--- config.mk ---
export PLATFORM = sky130hd
export DESIGN_NAME = face_box_tracker_unit
export DESIGN_NICKNAME = d
export VERILOG_FILES = /design/src/fbt_pkg.sv /design/src/fbt_in_stage.sv /design/src/fbt_select.sv /design/src/fbt_jump.sv /design/src/face_box_tracker_unit.sv
export SDC_FILE = /design/constraint.sdc
export NUM_CORES = 2
export LEC_CHECK = 0
export BUFFER_PORTS_ARGS = -buffer_cell sky130_fd_sc_hd__clkbuf_2
export CORE_MARGIN = 2
export CORE_UTILIZATION = 35
export DETAILED_ROUTE_END_ITERATION = 12
export GPL_ROUTABILITY_DRIVEN = 0
export GPL_TIMING_DRIVEN = 0
export PLACE_DENSITY = 0.49
export SETUP_SLACK_MARGIN = 0.3
export SLEW_MARGIN = 20
export SYNTH_ARGS = -nofsm -noshare
export SYNTH_HDL_FRONTEND = slang
export SYNTH_HIERARCHICAL = 1
export SYNTH_SLANG_ARGS = --single-unit
--- constraint.sdc ---
create_clock -name clk -period 39.2 [get_ports clk]
set_input_delay 3.92 -clock clk [delete_from_list [all_inputs] [get_ports clk]]
set_output_delay 3.92 -clock clk [all_outputs]
set_load 0.03 [all_outputs]
--- src/fbt_pkg.sv ---
// ----------------------------------------------------------------------------
// fbt_pkg
// Shared widths, types and helpers for the face box tracker.
// ----------------------------------------------------------------------------
`default_nettype none

package fbt_pkg;

    localparam int COORD_BITS = 12;

    localparam int CW     = COORD_BITS;          // relative coordinate / size
    localparam int SW     = COORD_BITS + 1;      // absolute coordinate
    localparam int W3W    = COORD_BITS - 1;      // width divided by three
    localparam int NSQW   = 2 * W3W;             // squared neighborhood radius
    localparam int AREAW  = 2 * CW;              // box area
    localparam int CTRW   = SW + 1;              // box center coordinate
    localparam int DSQW   = 2 * CTRW + 1;        // squared center distance
    localparam int LIMSQW = 2 * CW;              // squared limit register
    localparam int JSQW   = 2 * SW + 1;          // squared corner move

    localparam int IN_FIELDS_W  = 6 * CW;
    localparam int IN_TDATA_W   = ((IN_FIELDS_W + 7) / 8) * 8;
    localparam int OUT_FIELDS_W = 2 * SW + 2 * CW;
    localparam int OUT_TDATA_W  = ((OUT_FIELDS_W + 7) / 8) * 8;

    // Configuration register indexes
    localparam int CFG_IDXW = 1;
    localparam logic [CFG_IDXW-1:0] REG_JUMP_LIMIT  = 1'b0;
    localparam logic [CFG_IDXW-1:0] REG_MATCH_LIMIT = 1'b1;

    localparam logic [CW-1:0] JUMP_LIMIT_RESET  = CW'(60);
    localparam logic [CW-1:0] MATCH_LIMIT_RESET = CW'(100);

    // floor(v / 3) as a multiply by a rounded-up reciprocal, exact for CW bits
    localparam int DIV3_SHIFT = CW + 1;
    localparam logic [2*CW-1:0] DIV3_MUL = (2*CW)'(((1 << (CW + 1)) / 3) + 1);

    typedef enum logic [1:0] {
        MODE_SEARCH = 2'b01,
        MODE_TRACK  = 2'b10
    } mode_t;

    typedef struct packed {
        logic [SW-1:0]  x;
        logic [SW-1:0]  y;
        logic [CW-1:0]  w;
        logic [CW-1:0]  h;
        logic [W3W-1:0] w3;
        logic           present;
        logic           last;
    } cand_t;

    typedef struct packed {
        logic [SW-1:0] box_x;
        logic [SW-1:0] box_y;
        logic [CW-1:0] box_w;
        logic [CW-1:0] box_h;
        logic [SW-1:0] ref_left;
        logic [SW-1:0] ref_top;
    } res_t;

    function automatic logic [W3W-1:0] div3(input logic [CW-1:0] v);
        logic [2*CW-1:0] p;
        p = {{CW{1'b0}}, v} * DIV3_MUL;
        return p[DIV3_SHIFT +: W3W];
    endfunction

endpackage

`default_nettype wire

--- src/fbt_in_stage.sv ---
// ----------------------------------------------------------------------------
// fbt_in_stage
// Input register: unpacks an item, forms absolute corner and width / 3.
// ----------------------------------------------------------------------------
`default_nettype none

module fbt_in_stage (
    input  wire logic                          clk,
    input  wire logic                          rst_n,
    input  wire logic                          s_tvalid,
    output logic                               s_tready,
    input  wire logic [fbt_pkg::IN_TDATA_W-1:0] s_tdata,
    input  wire logic                          s_tuser,
    input  wire logic                          s_tlast,
    output logic                               cand_valid,
    input  wire logic                          cand_ready,
    output fbt_pkg::cand_t                     cand
);

    localparam int CW = fbt_pkg::CW;
    localparam int SW = fbt_pkg::SW;

    logic           valid_reg;
    fbt_pkg::cand_t cand_reg;
    fbt_pkg::cand_t cand_next;
    logic [CW-1:0]  face_x, face_y, face_w, face_h, roi_x, roi_y;

    assign face_x = s_tdata[0*CW +: CW];
    assign face_y = s_tdata[1*CW +: CW];
    assign face_w = s_tdata[2*CW +: CW];
    assign face_h = s_tdata[3*CW +: CW];
    assign roi_x  = s_tdata[4*CW +: CW];
    assign roi_y  = s_tdata[5*CW +: CW];

    assign s_tready = !valid_reg || cand_ready;

    always_comb
    begin
        cand_next.x       = SW'(face_x) + SW'(roi_x);
        cand_next.y       = SW'(face_y) + SW'(roi_y);
        cand_next.w       = face_w;
        cand_next.h       = face_h;
        cand_next.w3      = fbt_pkg::div3(face_w);
        cand_next.present = s_tuser;
        cand_next.last    = s_tlast;
    end

    always_ff @(posedge clk or negedge rst_n)
    begin
        if (!rst_n)
        begin
            valid_reg <= 1'b0;
        end
        else if (s_tready)
        begin
            valid_reg <= s_tvalid;
        end
    end

    always_ff @(posedge clk)
    begin
        if (s_tvalid && s_tready)
        begin
            cand_reg <= cand_next;
        end
    end

    assign cand_valid = valid_reg;
    assign cand       = cand_reg;

endmodule

`default_nettype wire

--- src/fbt_select.sv ---
// ----------------------------------------------------------------------------
// fbt_select
// Per-frame box selection: largest area in search, nearest center in track.
// ----------------------------------------------------------------------------
`default_nettype none

module fbt_select (
    input  wire logic                    clk,
    input  wire logic                    rst_n,
    input  wire logic                    cand_valid,
    output logic                         cand_ready,
    input  wire fbt_pkg::cand_t          cand,
    input  wire logic [fbt_pkg::CW-1:0]  match_limit,
    output logic                         res_valid,
    input  wire logic                    res_ready,
    output fbt_pkg::res_t                res
);

    localparam int CW     = fbt_pkg::CW;
    localparam int SW     = fbt_pkg::SW;
    localparam int NSQW   = fbt_pkg::NSQW;
    localparam int AREAW  = fbt_pkg::AREAW;
    localparam int CTRW   = fbt_pkg::CTRW;
    localparam int DSQW   = fbt_pkg::DSQW;
    localparam int LIMSQW = fbt_pkg::LIMSQW;

    fbt_pkg::mode_t     mode_reg;
    logic               frame_start_reg;
    logic               any_reg;
    logic [AREAW-1:0]   area_reg;
    logic [LIMSQW-1:0]  dist_reg;
    logic [SW-1:0]      best_left_reg, best_top_reg;
    logic [CW-1:0]      best_width_reg, best_height_reg;
    logic [NSQW-1:0]    best_nsq_reg;
    logic [SW-1:0]      ref_left_reg, ref_top_reg;
    logic [CW-1:0]      ref_width_reg, ref_height_reg;
    logic [NSQW-1:0]    ref_nsq_reg;
    logic               res_valid_reg;
    fbt_pkg::res_t      res_reg;

    logic               fire;
    logic               tracking;
    logic [LIMSQW-1:0]  ml_sq;
    logic [AREAW-1:0]   cand_area;
    logic [NSQW-1:0]    cand_nsq;
    logic [CTRW-1:0]    ref_cx, ref_cy, cand_cx, cand_cy, dx, dy;
    logic [2*CTRW-1:0]  dx_sq, dy_sq;
    logic [DSQW-1:0]    dsq;
    logic               take_area, take_dist;

    logic               any_base, any_next;
    logic [AREAW-1:0]   area_base, area_next;
    logic [LIMSQW-1:0]  dist_base, dist_next;
    logic [SW-1:0]      left_base, top_base, left_next, top_next;
    logic [CW-1:0]      width_base, height_base, width_next, height_next;
    logic [NSQW-1:0]    nsq_base, nsq_next;

    fbt_pkg::mode_t     mode_next;
    logic [SW-1:0]      ref_left_next, ref_top_next;
    logic [CW-1:0]      ref_width_next, ref_height_next;
    logic [NSQW-1:0]    ref_nsq_next;
    fbt_pkg::res_t      res_next;

    assign tracking   = (mode_reg == fbt_pkg::MODE_TRACK);
    assign cand_ready = !res_valid_reg || res_ready;
    assign fire       = cand_valid && cand_ready;

    assign ml_sq     = match_limit * match_limit;
    assign cand_area = cand.w * cand.h;
    assign cand_nsq  = cand.w3 * cand.w3;

    assign ref_cx  = CTRW'(ref_left_reg) + CTRW'(ref_width_reg[CW-1:1]);
    assign ref_cy  = CTRW'(ref_top_reg) + CTRW'(ref_height_reg[CW-1:1]);
    assign cand_cx = CTRW'(cand.x) + CTRW'(cand.w[CW-1:1]);
    assign cand_cy = CTRW'(cand.y) + CTRW'(cand.h[CW-1:1]);
    assign dx      = (ref_cx > cand_cx) ? (ref_cx - cand_cx) : (cand_cx - ref_cx);
    assign dy      = (ref_cy > cand_cy) ? (ref_cy - cand_cy) : (cand_cy - ref_cy);
    assign dx_sq   = dx * dx;
    assign dy_sq   = dy * dy;
    assign dsq     = DSQW'(dx_sq) + DSQW'(dy_sq);

    // Accumulators restart on the first item of a frame
    always_comb
    begin
        if (frame_start_reg)
        begin
            any_base  = 1'b0;
            area_base = '0;
            dist_base = ml_sq;
            if (tracking)
            begin
                left_base   = ref_left_reg;
                top_base    = ref_top_reg;
                width_base  = ref_width_reg;
                height_base = ref_height_reg;
                nsq_base    = ref_nsq_reg;
            end
            else
            begin
                left_base   = '0;
                top_base    = '0;
                width_base  = '0;
                height_base = '0;
                nsq_base    = '0;
            end
        end
        else
        begin
            any_base    = any_reg;
            area_base   = area_reg;
            dist_base   = dist_reg;
            left_base   = best_left_reg;
            top_base    = best_top_reg;
            width_base  = best_width_reg;
            height_base = best_height_reg;
            nsq_base    = best_nsq_reg;
        end
    end

    assign take_area = cand.present && !tracking && (cand_area > area_base);
    assign take_dist = cand.present && tracking
                       && (dsq <= DSQW'(ref_nsq_reg))
                       && (dsq < DSQW'(dist_base));

    always_comb
    begin
        any_next    = any_base || cand.present;
        area_next   = take_area ? cand_area : area_base;
        dist_next   = take_dist ? LIMSQW'(dsq) : dist_base;
        left_next   = (take_area || take_dist) ? cand.x : left_base;
        top_next    = (take_area || take_dist) ? cand.y : top_base;
        width_next  = (take_area || take_dist) ? cand.w : width_base;
        height_next = (take_area || take_dist) ? cand.h : height_base;
        nsq_next    = take_area ? cand_nsq : nsq_base;
    end

    // Frame end: pick result, update mode and reference
    always_comb
    begin
        mode_next       = mode_reg;
        ref_left_next   = ref_left_reg;
        ref_top_next    = ref_top_reg;
        ref_width_next  = ref_width_reg;
        ref_height_next = ref_height_reg;
        ref_nsq_next    = ref_nsq_reg;
        res_next.box_x  = '0;
        res_next.box_y  = '0;
        res_next.box_w  = '0;
        res_next.box_h  = '0;
        if (!any_next)
        begin
            mode_next = fbt_pkg::MODE_SEARCH;
        end
        else
        begin
            res_next.box_x = left_next;
            res_next.box_y = top_next;
            res_next.box_w = width_next;
            res_next.box_h = height_next;
            unique case (mode_reg)
                fbt_pkg::MODE_SEARCH:
                begin
                    ref_left_next   = left_next;
                    ref_top_next    = top_next;
                    ref_width_next  = width_next;
                    ref_height_next = height_next;
                    ref_nsq_next    = nsq_next;
                    mode_next = (area_next != '0) ? fbt_pkg::MODE_TRACK
                                                  : fbt_pkg::MODE_SEARCH;
                end
                fbt_pkg::MODE_TRACK:
                begin
                    mode_next = fbt_pkg::MODE_TRACK;
                end
                default:
                begin
                    mode_next = fbt_pkg::MODE_SEARCH;
                end
            endcase
        end
        res_next.ref_left = ref_left_next;
        res_next.ref_top  = ref_top_next;
    end

    always_ff @(posedge clk or negedge rst_n)
    begin
        if (!rst_n)
        begin
            mode_reg        <= fbt_pkg::MODE_SEARCH;
            frame_start_reg <= 1'b1;
            res_valid_reg   <= 1'b0;
            ref_left_reg    <= '0;
            ref_top_reg     <= '0;
            ref_width_reg   <= '0;
            ref_height_reg  <= '0;
            ref_nsq_reg     <= '0;
        end
        else
        begin
            if (fire)
            begin
                frame_start_reg <= cand.last;
                if (cand.last)
                begin
                    mode_reg       <= mode_next;
                    ref_left_reg   <= ref_left_next;
                    ref_top_reg    <= ref_top_next;
                    ref_width_reg  <= ref_width_next;
                    ref_height_reg <= ref_height_next;
                    ref_nsq_reg    <= ref_nsq_next;
                end
            end
            if (fire && cand.last)
            begin
                res_valid_reg <= 1'b1;
            end
            else if (res_ready)
            begin
                res_valid_reg <= 1'b0;
            end
        end
    end

    always_ff @(posedge clk)
    begin
        if (fire)
        begin
            any_reg         <= any_next;
            area_reg        <= area_next;
            dist_reg        <= dist_next;
            best_left_reg   <= left_next;
            best_top_reg    <= top_next;
            best_width_reg  <= width_next;
            best_height_reg <= height_next;
            best_nsq_reg    <= nsq_next;
        end
        if (fire && cand.last)
        begin
            res_reg <= res_next;
        end
    end

    assign res_valid = res_valid_reg;
    assign res       = res_reg;

    // Tracking is entered only when a frame closes
    assert property (@(posedge clk) disable iff (!rst_n)
        $rose(tracking) |-> $past(fire && cand.last))
        else $error("tracking entered outside a frame end");

    // Reference holds while tracking
    assert property (@(posedge clk) disable iff (!rst_n)
        tracking |=> ($stable(ref_left_reg) && $stable(ref_top_reg)
                      && $stable(ref_width_reg) && $stable(ref_height_reg)))
        else $error("reference changed in tracking mode");

    // A frame end always starts a fresh frame and posts a result
    assert property (@(posedge clk) disable iff (!rst_n)
        (fire && cand.last) |=> (frame_start_reg && res_valid_reg))
        else $error("frame end not handled");

endmodule

`default_nettype wire

--- src/fbt_jump.sv ---
// ----------------------------------------------------------------------------
// fbt_jump
// Output register: clears a result whose corner jumped too far, packs it.
// ----------------------------------------------------------------------------
`default_nettype none

module fbt_jump (
    input  wire logic                             clk,
    input  wire logic                             rst_n,
    input  wire logic                             res_valid,
    output logic                                  res_ready,
    input  wire fbt_pkg::res_t                    res,
    input  wire logic [fbt_pkg::CW-1:0]           jump_limit,
    output logic                                  m_tvalid,
    input  wire logic                             m_tready,
    output logic [fbt_pkg::OUT_TDATA_W-1:0]       m_tdata,
    output logic                                  m_tuser
);

    localparam int CW     = fbt_pkg::CW;
    localparam int SW     = fbt_pkg::SW;
    localparam int JSQW   = fbt_pkg::JSQW;
    localparam int LIMSQW = fbt_pkg::LIMSQW;

    logic                           valid_reg;
    logic [fbt_pkg::OUT_FIELDS_W-1:0] fields_reg;
    logic                           found_reg;

    logic [SW-1:0]     dl, dt;
    logic [2*SW-1:0]   dl_sq, dt_sq;
    logic [JSQW-1:0]   jsq;
    logic [LIMSQW-1:0] jl_sq;
    logic              clear;
    logic [SW-1:0]     bx, by;
    logic [CW-1:0]     bw, bh;

    assign res_ready = !valid_reg || m_tready;

    assign dl    = (res.box_x > res.ref_left) ? (res.box_x - res.ref_left)
                                              : (res.ref_left - res.box_x);
    assign dt    = (res.box_y > res.ref_top) ? (res.box_y - res.ref_top)
                                             : (res.ref_top - res.box_y);
    assign dl_sq = dl * dl;
    assign dt_sq = dt * dt;
    assign jsq   = JSQW'(dl_sq) + JSQW'(dt_sq);
    assign jl_sq = jump_limit * jump_limit;
    assign clear = jsq > JSQW'(jl_sq);

    // Drop the box when the corner moved past the jump limit
    assign bx = clear ? '0 : res.box_x;
    assign by = clear ? '0 : res.box_y;
    assign bw = clear ? '0 : res.box_w;
    assign bh = clear ? '0 : res.box_h;

    always_ff @(posedge clk or negedge rst_n)
    begin
        if (!rst_n)
        begin
            valid_reg <= 1'b0;
        end
        else if (res_ready)
        begin
            valid_reg <= res_valid;
        end
    end

    always_ff @(posedge clk)
    begin
        if (res_valid && res_ready)
        begin
            fields_reg <= {bh, bw, by, bx};
            found_reg  <= (bx != '0) || (by != '0) || (bw != '0) || (bh != '0);
        end
    end

    assign m_tvalid = valid_reg;
    assign m_tdata  = fbt_pkg::OUT_TDATA_W'(fields_reg);
    assign m_tuser  = found_reg;

endmodule

`default_nettype wire

--- src/face_box_tracker_unit.sv ---
// ----------------------------------------------------------------------------
// face_box_tracker_unit
// Nearest-neighbor face box tracker: one chosen box per frame of detections.
// ----------------------------------------------------------------------------
//  Channel   Signals                        Moves
//  s_        tvalid tready tdata tuser tlast one detected box
//  m_        tvalid tready tdata tuser       one chosen box per frame
//  cfg_      valid ready index data          register write
//
//  One item is taken every cycle while m_ is not stalled; a frame's result
//  passes from the input register through the selection register to the
//  output register, which drives m_. The per-frame accumulator in fbt_select
//  is updated once per cycle while items flow and sets the rate.
//  rst_n clears mode, frame tracking and reference, resets limits at once.
//  A stalled m_ side stalls the pipeline stage by stage back to s_tready.
// ----------------------------------------------------------------------------
`default_nettype none

module face_box_tracker_unit (
    input  wire logic                                clk,
    input  wire logic                                rst_n,
    // face_x, face_y, face_w, face_h, roi_x, roi_y (12 bits each, low first)
    input  wire logic [fbt_pkg::IN_TDATA_W-1:0]      s_tdata,
    input  wire logic                                s_tvalid,
    output logic                                     s_tready,
    // face_present
    input  wire logic                                s_tuser,
    input  wire logic                                s_tlast,
    // box_x, box_y (13 bits), box_w, box_h (12 bits), zero padded
    output logic [fbt_pkg::OUT_TDATA_W-1:0]          m_tdata,
    output logic                                     m_tvalid,
    input  wire logic                                m_tready,
    // box_found
    output logic                                     m_tuser,
    input  wire logic                                cfg_valid,
    output logic                                     cfg_ready,
    input  wire logic [fbt_pkg::CFG_IDXW-1:0]        cfg_index,
    input  wire logic [fbt_pkg::CW-1:0]              cfg_data
);

    logic [fbt_pkg::CW-1:0] jump_limit_reg;
    logic [fbt_pkg::CW-1:0] match_limit_reg;

    logic           cand_valid, cand_ready;
    fbt_pkg::cand_t cand;
    logic           res_valid, res_ready;
    fbt_pkg::res_t  res;

    assign cfg_ready = 1'b1;

    always_ff @(posedge clk or negedge rst_n)
    begin
        if (!rst_n)
        begin
            jump_limit_reg  <= fbt_pkg::JUMP_LIMIT_RESET;
            match_limit_reg <= fbt_pkg::MATCH_LIMIT_RESET;
        end
        else if (cfg_valid && cfg_ready)
        begin
            unique case (cfg_index)
                fbt_pkg::REG_JUMP_LIMIT:  jump_limit_reg  <= cfg_data;
                fbt_pkg::REG_MATCH_LIMIT: match_limit_reg <= cfg_data;
                default:                  ;
            endcase
        end
    end

    fbt_in_stage u_in_stage (
        .clk        (clk),
        .rst_n      (rst_n),
        .s_tvalid   (s_tvalid),
        .s_tready   (s_tready),
        .s_tdata    (s_tdata),
        .s_tuser    (s_tuser),
        .s_tlast    (s_tlast),
        .cand_valid (cand_valid),
        .cand_ready (cand_ready),
        .cand       (cand)
    );

    fbt_select u_select (
        .clk         (clk),
        .rst_n       (rst_n),
        .cand_valid  (cand_valid),
        .cand_ready  (cand_ready),
        .cand        (cand),
        .match_limit (match_limit_reg),
        .res_valid   (res_valid),
        .res_ready   (res_ready),
        .res         (res)
    );

    fbt_jump u_jump (
        .clk        (clk),
        .rst_n      (rst_n),
        .res_valid  (res_valid),
        .res_ready  (res_ready),
        .res        (res),
        .jump_limit (jump_limit_reg),
        .m_tvalid   (m_tvalid),
        .m_tready   (m_tready),
        .m_tdata    (m_tdata),
        .m_tuser    (m_tuser)
    );

endmodule

`default_nettype wire
==> reports/qor.csv <==
metric,value,unit
status,"finished, final reports clean",
grt_pass1_wl,297,mm
ctsResizeCount,0,
hold_class,reg2reg,
fmax,0.0575,GHz
critPathRequiredTime,39.54,ns
grtUsageTotal,0.201,
via_per_inst,4.97,
synth_cells,6889,
fin_crit,17.39,ns
synthMuxAreaShare,0.0180,
tightest_slew,1.26,ns
worstPathArrival,17.72,ns
area_delta_synth_final,9.08,%
drc,0,
r2r-start,u_in_stage/cand[27]$_DFFE_PP_,
cpMaxStageDelayCell,a311oi_1,
synth_warnings,6,
synth_edf_count,311,
wl_per_cell,19.7,um
nets,8938,
synth_cell_types,108,
seq_area,11900,sq um
worstSetupPathType,reg2reg,
die_w,436,um
largest_reg_flops,76,
synth-seq-cells,413,
rows,158,
crit_top_cell,fa_1,
vias,47894,
finalNonFillerCells,9630,
dr.pass1.iters,7,
pin_count,152,
avgSynthCellArea,9.49,sq um
slew_violations,0,
drive_gt1_frac,0.0701,
htree_levels,2,
crit_path_end_kind,flip-flop,
synth_top_area_frac,0.279,
cts.path.max_buffers,3,
multi_input_area,47400,sq um
core_area,186000,sq um
ctsRootBufferMaster,clkbuf_16,
setup_viol,0,
fillers,18815,
max_stage_delay,0.86,ns
yosys.area.top_type,fa_1,
clock_latency,0.68,ns
hold_viol,0,
synthTopCellsByArea,"fa_1 (28%), ha_1 (16%), edfxtp_1 (14%)",
dp_cells,9528,
dp_hpwl,162,mm
cts.clk_slew.worst_paths,0.06,ns
skew,0.0729,ns
synthFlopType,edfxtp_1,
cp_max_fo,10,
cp-start-kind,flip-flop,
yosys.area_share.simple,0.122,
grt_pass1_vias,50766,
numCtsBuffers,52,
dpl_cell_area,69500,sq um
max_slew_margin,0.150,
hold_start,u_select/res_valid$_DFFE_PN0P_,
antenna_found_initial,6,
cp-startpoint,u_in_stage/cand[27]$_DFFE_PP_,
port_buffers,144,
cts_tree,done,
fp.dieH,436,um
fin_util,0.384,
synth_top_family_by_area,adder cells,
clock_sinks,413,
rsz0062_at_grt,no,
drt_iter0_drc,2866,
synth_fa_ha_area_frac,0.438,
die_area,190000,sq um
finalCritPeriodShare,0.444,
routed_wl,190,mm
final_antenna_net_count,0,
start_util,0.352,
max-cap-violations,0,
grt_max_degree,79,
finalSetupTns,0,ns
ctsHoldBuffers,0,
ys_seq_area_frac,0.182,
synth_compound_area_frac,0.108,
netlist_area,65400,sq um
synth-async-reset-ratio,0.247,
postCtsSetupRepairBufs,0,
fin_area,71300,sq um
grt.overflow.total,0,
synth_xor_xnor_area_share,0.0364,
==> placed cells by master, fill, tap and decap left out, types with 17 or more instances in the layout <==
cell type	instances
o21bai_1	29
nor3_1	53
fa_1	910
a31oi_1	26
a221oi_1	57
o21ai_0	160
o21a_1	61
a211oi_1	24
mux2i_1	51
dfrtp_1	93
ha_1	834
xor2_1	88
or3_1	17
nand3_1	53
or2_2	52
xnor2_1	150
clkbuf_1	163
edfxtp_1	311
o2bb2ai_1	49
nand2_1	546
and2_1	209
nor4_1	42
nand2b_1	70
nor2_1	478
a21oi_1	247
and3_1	19
buf_2	40
nand4_1	33
clkbuf_2	146
a21boi_0	21
inv_1	1376
o211ai_1	25
mux2_2	43
a21o_1	108
clkbuf_16	52
o21ai_1	89
nor2b_1	56
==> worst max-delay path, delay by kind of cell, from the launching register on <==
family                     cells  cell delay, ns
AOI/OAI and AO/OA             20            5.63
adders and majority gates     11            4.98
buffers and inverters         10            2.32
and+or+nand+nor                9            1.23
xor gates and xnor gates       3            1.22
muxes                          2            1.03
DFF                            1            0.63
==> metrics by stage <==
stage,setup slack (ns),hold WS (ns)
6_report,21.81,0.488
5_1_grt,20.95,0.517
4_1_cts,21.91,0.495
3_5_place_dp,22.01,0.480
3_3_place_gp,21.98,0.474
2_1_floorplan,26.29,0.450
==> path summary, 6_finish.rpt <==
kind	cells after the start	to	slack, ns
max in group asynchronous	2	u_select/ref_left_reg[12]$_DFFE_PN0P_	35.26
hold reg to reg	1	u_jump/m_tvalid$_DFFE_PN0N_	0.49
min in group asynchronous	1	jump_limit_reg[1]$_DFFE_PN0P_	3.19
hold / removal	1	u_jump/m_tvalid$_DFFE_PN0N_	0.49
setup / recovery	55	u_select/res[24]$_DFFE_PP_	21.81
setup reg to reg	55	u_select/res[24]$_DFFE_PP_	21.81
==> synth_stat cells (17+ instances only) <==
| library cell | n |
|---|---|
| nor2b_1 | 56 |
| nor2_1 | 478 |
| edfxtp_1 | 311 |
| or2_2 | 52 |
| o21ai_0 | 160 |
| a211oi_1 | 24 |
| nor4_1 | 45 |
| and2_1 | 212 |
| nand2b_1 | 70 |
| a21oi_1 | 247 |
| nand3_1 | 53 |
| o2bb2ai_1 | 49 |
| a21o_1 | 108 |
| o21a_1 | 61 |
| nand4_1 | 33 |
| a21boi_0 | 21 |
| o21ai_1 | 89 |
| fa_1 | 910 |
| inv_1 | 1377 |
| and3_1 | 19 |
| a31oi_1 | 26 |
| xor2_1 | 89 |
| mux2_2 | 43 |
| o211ai_1 | 25 |
| xnor2_1 | 157 |
| mux2i_1 | 53 |
| o21bai_1 | 29 |
| dfrtp_1 | 93 |
| clkbuf_1 | 157 |
| ha_1 | 834 |
| nand2_1 | 546 |
| nor3_1 | 53 |
| or3_1 | 17 |
| buf_2 | 40 |
| a221oi_1 | 57 |
==> cell families (layout without fill, tap and decap cells) <==
group | Yosys count | after routing
xor gates and xnor gates | 260 | 260
buffers and inverters | 1623 | 1875
DFF | 413 | 413
and+or+nand+nor | 1687 | 1687
other | 2 | 11
AOI/OAI and AO/OA | 1053 | 1053
muxes | 107 | 107
adders and majority gates | 1744 | 1744
==> final cells by class <==
type	instances	area share
Clock buffer	61	0.0190
Multi-Input combinational cell	4858	0.664
Timing Repair Buffer	154	0.0130
Sequential cell	413	0.167
Inverter	1392	0.0733
Buffer	231	0.0144
Tap cell	2480	0.0435
Antenna cell	4	0.000140
Clock inverter	37	0.00589
==> layer usage <==
metal / routed length [um] / GRT usage
met5: 0 / 0
met1: 82100 / 0.261
met4: 5950 / 0.0559
met3: 7090 / 0.0160
met2: 95000 / 0.358
Power is left out: the tool's default activity adds up to more than one toggle a clock period on the data nets, which glitch-free logic cannot reach.
